[src/rtl/fld3_pkg.sv]
// ----------------------------------------------------------------------------
// fld3_pkg: shared constants, types and tap table for the low-pass decimator
// Windowed-sinc base taps in Q1.15 and the scaling to other coefficient widths.
// ----------------------------------------------------------------------------
package fld3_pkg;

	localparam int unsigned SAMPLE_W   = 16;
	localparam int unsigned TAPS_DEF   = 31;
	localparam int unsigned DECIM_DEF  = 3;
	localparam int unsigned COEF_DEF   = 16;
	localparam int unsigned COEF_MAX_W = 24;
	localparam int unsigned BASE_TAPS  = 31;

	// 31-tap Hamming sinc, 7 kHz at 48 kHz, unit DC gain, Q1.15
	localparam logic signed [15:0] BASE_Q15 [BASE_TAPS] = '{
		16'sd51, 16'sd17, -16'sd58, -16'sd146, -16'sd134, 16'sd84, 16'sd426,
		16'sd555, 16'sd114, -16'sd838, -16'sd1591, -16'sd1105, 16'sd1213,
		16'sd4834, 16'sd8186, 16'sd9551, 16'sd8186, 16'sd4834, 16'sd1213,
		-16'sd1105, -16'sd1591, -16'sd838, 16'sd114, 16'sd555, 16'sd426,
		16'sd84, -16'sd134, -16'sd146, -16'sd58, 16'sd17, 16'sd51
	};

	// MAC unit control
	typedef struct packed {
		logic clr;      // zero product and accumulator
		logic prod_en;  // multiply this cycle
		logic acc_en;   // add product register into accumulator
	} mac_ctl_t;

	// Tap idx scaled to Q1.(coef_bits-1); narrower widths round half away
	// from zero, taps past the base table are zero.
	function automatic logic signed [COEF_MAX_W-1:0] tap_value(
		input int unsigned idx,
		input int unsigned coef_bits
	);
		logic signed [COEF_MAX_W-1:0] v;
		logic [COEF_MAX_W-1:0]        mag;
		logic [COEF_MAX_W-1:0]        q;
		int unsigned                  sh;
		v = '0;
		if (idx < BASE_TAPS) begin
			v = COEF_MAX_W'(BASE_Q15[idx]);
		end
		if (coef_bits >= 16) begin
			return v <<< (coef_bits - 16);
		end
		sh  = 16 - coef_bits;
		mag = v[COEF_MAX_W-1] ? COEF_MAX_W'(-v) : COEF_MAX_W'(v);
		q   = (mag + (COEF_MAX_W'(1) << (sh - 1))) >> sh;
		return v[COEF_MAX_W-1] ? COEF_MAX_W'(-q) : COEF_MAX_W'(q);
	endfunction

endpackage

[src/rtl/fld3_mac.sv]
// ----------------------------------------------------------------------------
// fld3_mac: shared multiply-accumulate unit
// Registered product, then wide accumulate; one tap per cycle.
// ----------------------------------------------------------------------------
module fld3_mac #(
	parameter int unsigned COEF_BITS = fld3_pkg::COEF_DEF,
	parameter int unsigned ACC_W     = 48
) (
	input  logic                             clk,
	input  logic                             arst_n,
	input  fld3_pkg::mac_ctl_t               ctl,
	input  logic signed [fld3_pkg::SAMPLE_W-1:0] operand,
	input  logic signed [COEF_BITS-1:0]      coef,
	output logic signed [ACC_W-1:0]          acc
);

	localparam int unsigned PROD_W = fld3_pkg::SAMPLE_W + COEF_BITS;

	logic signed [PROD_W-1:0] prod_s1;
	logic signed [ACC_W-1:0]  acc_q;

	always_ff @(posedge clk or negedge arst_n) begin
		if (!arst_n) begin
			prod_s1 <= '0;
			acc_q   <= '0;
		end else if (ctl.clr) begin
			prod_s1 <= '0;
			acc_q   <= '0;
		end else begin
			prod_s1 <= ctl.prod_en ? PROD_W'(operand) * PROD_W'(coef) : '0;
			if (ctl.acc_en) begin
				acc_q <= acc_q + ACC_W'(prod_s1);
			end
		end
	end

	assign acc = acc_q;

endmodule

[src/rtl/fir_lowpass_decimator_by_3_top.sv]
// ----------------------------------------------------------------------------
// fir_lowpass_decimator_by_3_top: windowed-sinc low-pass FIR, decimate by 3
// One shared MAC walks the taps of each output; history rotates past it.
// ----------------------------------------------------------------------------
//
// Channel  Dir  Handshake                     Payload
// -------  ---  ----------------------------  ---------------------------------
// s_axis   in   s_axis_tvalid / s_axis_tready s_axis_tdata[15:0] = sample
// m_axis   out  m_axis_tvalid / m_axis_tready m_axis_tdata[15:0] = filtered_sample
//
// A sample that yields no output leaves the sequencer in idle, so those stream
// back to back. A sample that yields an output holds tready low after its
// transfer for the TAPS MAC steps, one accumulate drain and one round/saturate;
// the single shared multiplier sets this.
// Reset clears the history to zero and the decimation phase to zero.
// The output register decouples the sides: a new sample is taken while a
// result waits; only the round step waits if the output register is full.
//
module fir_lowpass_decimator_by_3_top #(
	parameter int unsigned TAPS       = fld3_pkg::TAPS_DEF,
	parameter int unsigned DECIMATION = fld3_pkg::DECIM_DEF,
	parameter int unsigned COEF_BITS  = fld3_pkg::COEF_DEF
) (
	input  logic        clk,
	input  logic        arst_n,
	input  logic        s_axis_tvalid,
	output logic        s_axis_tready,
	input  logic [15:0] s_axis_tdata,   // [15:0] sample
	output logic        m_axis_tvalid,
	input  logic        m_axis_tready,
	output logic [15:0] m_axis_tdata    // [15:0] filtered_sample
);

	localparam int unsigned SW     = fld3_pkg::SAMPLE_W;
	localparam int unsigned HIST_N = TAPS - 1;
	localparam int unsigned STEP_W = $clog2(TAPS);
	localparam int unsigned PH_W   = (DECIMATION > 1) ? $clog2(DECIMATION) : 1;
	localparam int unsigned FRAC   = COEF_BITS - 1;
	localparam int unsigned ACC_W  = SW + COEF_BITS + $clog2(TAPS) + 1;

	// one-hot sequencer
	typedef enum logic [3:0] {
		ST_IDLE  = 4'b0001,
		ST_MAC   = 4'b0010,
		ST_DRAIN = 4'b0100,
		ST_ROUND = 4'b1000
	} state_t;

	state_t                  state_q;
	logic [STEP_W-1:0]       step_q;
	logic [PH_W-1:0]         phase_q;
	logic signed [SW-1:0]    x_q;
	logic signed [SW-1:0]    hist_q [HIST_N];
	logic                    out_valid_q;
	logic [SW-1:0]           out_data_q;

	logic                    in_xfer;
	logic                    emit;
	logic                    last_step;
	logic                    out_load;
	fld3_pkg::mac_ctl_t      mac_ctl;
	logic signed [SW-1:0]    mac_op;
	logic signed [fld3_pkg::COEF_MAX_W-1:0] tap_full;
	logic signed [COEF_BITS-1:0] mac_coef;
	logic signed [ACC_W-1:0] acc;
	logic [ACC_W-1:0]        acc_mag;
	logic [ACC_W-1:0]        acc_rnd;
	logic [SW-1:0]           y_sat;

	assign s_axis_tready = (state_q == ST_IDLE);
	assign in_xfer       = s_axis_tvalid && s_axis_tready;
	assign emit          = (phase_q == '0);
	assign last_step     = (step_q == STEP_W'(TAPS - 1));
	assign out_load      = (state_q == ST_ROUND) && (!out_valid_q || m_axis_tready);

	// step 0 multiplies the new sample by the last tap; later steps take
	// the newest-first history as it rotates through position 0
	assign mac_op   = (step_q == '0) ? x_q : hist_q[0];
	assign tap_full = fld3_pkg::tap_value(TAPS - 1 - 32'(step_q), COEF_BITS);
	assign mac_coef = tap_full[COEF_BITS-1:0];

	always_comb begin
		mac_ctl.clr     = in_xfer;
		mac_ctl.prod_en = (state_q == ST_MAC);
		mac_ctl.acc_en  = (state_q == ST_MAC) || (state_q == ST_DRAIN);
	end

	fld3_mac #(
		.COEF_BITS (COEF_BITS),
		.ACC_W     (ACC_W)
	) u_mac (
		.clk     (clk),
		.arst_n  (arst_n),
		.ctl     (mac_ctl),
		.operand (mac_op),
		.coef    (mac_coef),
		.acc     (acc)
	);

	// round half away from zero on the magnitude, then saturate to 16 bits
	always_comb begin
		acc_mag = acc[ACC_W-1] ? ACC_W'(-acc) : ACC_W'(acc);
		acc_rnd = (acc_mag + (ACC_W'(1) << (FRAC - 1))) >> FRAC;
		if (acc[ACC_W-1]) begin
			y_sat = (acc_rnd > ACC_W'(32768)) ? 16'h8000 : SW'(-acc_rnd);
		end else begin
			y_sat = (acc_rnd > ACC_W'(32767)) ? 16'h7fff : acc_rnd[SW-1:0];
		end
	end

	// sequencer, step and phase counters; the sample latch follows
	always_ff @(posedge clk or negedge arst_n) begin
		if (!arst_n) begin
			state_q <= ST_IDLE;
			step_q  <= '0;
			phase_q <= '0;
		end else begin
			unique case (state_q)
				ST_IDLE: begin
					if (in_xfer) begin
						phase_q <= (phase_q == PH_W'(DECIMATION - 1)) ? '0 : phase_q + 1'b1;
						step_q  <= '0;
						if (emit) begin
							state_q <= ST_MAC;
						end
					end
				end
				ST_MAC: begin
					step_q <= step_q + 1'b1;
					if (last_step) begin
						state_q <= ST_DRAIN;
					end
				end
				ST_DRAIN: begin
					state_q <= ST_ROUND;
				end
				ST_ROUND: begin
					if (out_load) begin
						state_q <= ST_IDLE;
					end
				end
				default: begin
					state_q <= ST_IDLE;
				end
			endcase
		end
	end

	always_ff @(posedge clk) begin
		if (in_xfer) begin
			x_q <= s_axis_tdata;
		end
	end

	// history: rotate once per MAC step after the first, so TAPS-1 rotations
	// restore the order; the new sample is then shifted in
	always_ff @(posedge clk or negedge arst_n) begin
		if (!arst_n) begin
			for (int j = 0; j < HIST_N; j++) begin
				hist_q[j] <= '0;
			end
		end else if ((in_xfer && !emit) || state_q == ST_DRAIN) begin
			hist_q[0] <= (state_q == ST_DRAIN) ? x_q : s_axis_tdata;
			for (int j = 1; j < HIST_N; j++) begin
				hist_q[j] <= hist_q[j-1];
			end
		end else if (state_q == ST_MAC && step_q != '0) begin
			for (int j = 0; j < HIST_N - 1; j++) begin
				hist_q[j] <= hist_q[j+1];
			end
			hist_q[HIST_N-1] <= hist_q[0];
		end
	end

	// output register
	always_ff @(posedge clk or negedge arst_n) begin
		if (!arst_n) begin
			out_valid_q <= 1'b0;
		end else if (out_load) begin
			out_valid_q <= 1'b1;
		end else if (m_axis_tready) begin
			out_valid_q <= 1'b0;
		end
	end

	always_ff @(posedge clk) begin
		if (out_load) begin
			out_data_q <= y_sat;
		end
	end

	assign m_axis_tvalid = out_valid_q;
	assign m_axis_tdata  = out_data_q;

endmodule

[config.mk]
export PLATFORM = sky130hd
export DESIGN_NAME = fir_lowpass_decimator_by_3_top
export DESIGN_NICKNAME = d
export VERILOG_FILES = /design/src/rtl/fld3_pkg.sv /design/src/rtl/fld3_mac.sv /design/src/rtl/fir_lowpass_decimator_by_3_top.sv
export SDC_FILE = /design/constraint.sdc
export NUM_CORES = 2
export LEC_CHECK = 0
export BUFFER_PORTS_ARGS = -buffer_cell sky130_fd_sc_hd__buf_2
export CAP_MARGIN = 20
export CORE_ASPECT_RATIO = 2
export CORE_MARGIN = 2
export CORE_UTILIZATION = 45
export CTS_CLUSTER_SIZE = 25
export DETAILED_ROUTE_END_ITERATION = 16
export PLACE_DENSITY = 0.71
export SLEW_MARGIN = 20
export SYNTH_ARGS = -nofsm -noshare
export SYNTH_HDL_FRONTEND = slang
export SYNTH_SLANG_ARGS = --single-unit
[constraint.sdc]
create_clock -name clk -period 12.9 [get_ports clk]
set_input_delay 1.935 -clock clk [delete_from_list [all_inputs] [get_ports clk]]
set_output_delay 1.935 -clock clk [all_outputs]
set_load 0.05 [all_outputs]
==> impl_results.md <==
- Status: complete, no violations
- Setup bufs post-CTS: 0
- Vias post-DR: 30600
- Slowest CP cell: dfrtp_1
- Post_cts resized: 0
- Hold WS: 476 ps
- Remaining Overflow, GRT: 0
- Post-synth EDFFs: 32
- Leading cell types in the layout, fill and taps excluded: 1191 x nand2_1, 560 x dfrtp_1, 440 x a22oi_1
- DRT antenna net count: 0
- Cells after synthesis: 4350
- Setup TNS: 0 ps
- Register bit total from synthesis: 594
- Fmax: 103 MHz
- Yosys cell types: 93
- Critical Path AT: 10220 ps
- Min Tclk post-route: 9720 ps
- Die height: 420 um
- Fin. max-slew vios: 0
- Hold EP: hist_q[5]$_DFFE_PN0P_
- Final Instance Count excl. Fillers: 5445
- Synth Flop Type: dfrtp_1
- Antenna violations before repair: 6
- Crit Path Category: reg2reg
- Crit end category: register
- Inserted Clock Buffers: 53
- WP data required: 13400 ps
- Reg2Reg Depth: 31
- Vias in the first global route: 31300
- Startpoint types: register
- Worst-Margin Slew: 1110 ps
- Drt first pass iters: 7
- CP peak stage delay: 700 ps
- Hold/Removal Path Class: reg2reg
- Average size of a mapped cell: 8.96 um^2
- Worst Skew: 38.0 ps
- Fin. Hold Viols: 0
- Clock Latency Late Sink: 660 ps
- Reg2reg start: step_q[1]$_DFFE_PN0P_
- # setup viols final: 0
- Largest net degree at the start of global routing: 231
- R2R setup slack: 3180 ps
- Reg clk slew, reported paths: 70 ps
- Starting Density: 0.455
- Sequential-to-total area share from yosys stat: 0.385
- Fillers: 7920
- CP max FO: 27
- I/O Pins: 38
- Design Area, Final: 42200 um^2
- Die area: 89200 um^2
- Root buffer cell: clkbuf_16
- DR iter-0 viols: 2106
- Cell row count: 152
- Mapped Nets: 4765
- Dpl cells: 5341
- Most frequent CP cell: fa_1
- Asr flop ratio synth: 0.946
- CTS max path bufs: 3
- Routed WL: 97.1 mm
- CTS tree: built
- GPL Wtd Cong: 0.973
- RSZ-0062 raised after global routing: no
- Remaining DRCs: 0
- Number of I/O port buffers: 37
- Gr usage total: 0.223
- Ratio of cells with drive above 1 in the final layout: 0.0595
- Placed Area: 40200 um^2
- Max_slew headroom: 0.246
- Critical R2R Capture: u_mac.prod_s1[30]$_DFF_PN0_
- HP Start: hist_q[5]$_DFFE_PN0P_
- Layout area overhead: 8.10%
- Cts hold-fix bufs: 0
- Fin nets: 4657
- YS warnings: 0
- Mapped cell area: 39000 um^2
- Avg WL per Cell: 17.8 um
- DP HPWL: 68.6 mm
- Max-cap viol count: 0
- Commonest non-fill, non-tap cell in the layout: nand2_1
- Hold Path Depth: 2
- Die width: 212 um
- First-pass GRT wire length: 160 mm
- Core area: 85800 um^2
- Via density: 5.62
- Sink Count: 594
- Final worst path period share: 0.754
- H-tree depth: 2
==> kinds of logic after synthesis <==
logic type,share of synthesized area
AOI/OAI and AO/OA,0.156
xor gates and xnor gates,0.0228
adders and majority gates,0.178
buffers and inverters,0.0590
DFF,0.385
muxes,0.0133
and+or+nand+nor,0.186
==> Yosys cell counts, types with 15 or more instances <==
| cell | count | area share |
|---|---|---|
| nand2_1 | 1191 | 0.11 |
| dfrtp_1 | 561 | 0.36 |
| a22oi_1 | 440 | 0.085 |
| inv_1 | 355 | 0.034 |
| nor2_1 | 282 | 0.027 |
| fa_1 | 264 | 0.14 |
| clkbuf_1 | 231 | 0.022 |
| ha_1 | 131 | 0.042 |
| o21ai_0 | 95 | 0.012 |
| a21oi_1 | 94 | 0.012 |
| nand3_1 | 51 | 0.0065 |
| a31oi_1 | 50 | 0.0080 |
| xnor2_1 | 49 | 0.011 |
| xor2_1 | 45 | 0.010 |
| nor3_1 | 40 | 0.0051 |
| a21o_1 | 37 | 0.0071 |
| edfxtp_1 | 32 | 0.025 |
| mux2i_1 | 29 | 0.0074 |
| nor2b_1 | 25 | 0.0040 |
| nand4_1 | 21 | 0.0034 |
| and3_1 | 19 | 0.0030 |
| mux2_2 | 19 | 0.0055 |
| nand2b_1 | 18 | 0.0029 |
| or3_1 | 18 | 0.0029 |
| a211oi_1 | 16 | 0.0031 |
| buf_1 | 15 | 0.0014 |
==> worst max-delay path, delay by kind of cell (launching register included) <==
family / cells / cell delay (ps)
DFF: 1 / 700
adders and majority gates: 8 / 3690
AOI/OAI and AO/OA: 7 / 2420
xor gates and xnor gates: 2 / 370
and+or+nand+nor: 8 / 1310
buffers and inverters: 6 / 1040
==> metrics by stage <==
stage | setup WS, ps | utilization
2_1_floorplan | 4570 | -
3_3_place_gp | 3340 | 0.469
3_5_place_dp | 3200 | 0.469
4_1_cts | 3160 | 0.491
5_1_grt | 2400 | 0.491
6_report | 3180 | 0.491
==> area by class of cell <==
| cell class | instances | area [um^2] | share of cell area |
|---|---|---|---|
| flip-flops and latches | 594 | 15000 | 0.357 |
| clock buffers | 75 | 1540 | 0.0365 |
| clock inverters | 23 | 370 | 0.00879 |
| multi-input cells | 3147 | 21800 | 0.516 |
| diodes | 5 | 12.5 | 0.000297 |
| inverters | 357 | 1340 | 0.0318 |
| well taps | 1155 | 1450 | 0.0343 |
| repair buffers | 89 | 661 | 0.0157 |
==> flip-flops by register name, summed over array words and instances (netlist names) <==
register	count
x_q	16
u_mac.acc	38
m_axis_tvalid	1
u_mac.prod_s1	32
hist_q	480
m_axis_tdata	16
phase_q	2
step_q	5
state_q	4
==> per-layer routing <==
metal	vias up	track usage	wire length, um	share of wire
li1	14300	-	-	-
met1	15100	0.237	34300	0.35
met2	793	0.408	51400	0.53
met3	355	0.0269	3860	0.040
met4	0	0.152	7500	0.077
met5	-	0	0	0
==> how the worst max path moves through the flow <==
stage                                from                          end
floorplan           step_q[0]$_DFFE_PN0P_  u_mac.prod_s1[30]$_DFF_PN0_
global placement    step_q[1]$_DFFE_PN0P_  u_mac.prod_s1[30]$_DFF_PN0_
detailed placement  step_q[1]$_DFFE_PN0P_  u_mac.prod_s1[30]$_DFF_PN0_
CTS                 step_q[1]$_DFFE_PN0P_  u_mac.prod_s1[30]$_DFF_PN0_
global route        step_q[1]$_DFFE_PN0P_  u_mac.prod_s1[30]$_DFF_PN0_
finish              step_q[1]$_DFFE_PN0P_  u_mac.prod_s1[30]$_DFF_PN0_
Power is left out: the tool's default activity adds up to more than one toggle a clock period on the data nets, which glitch-free logic cannot reach.
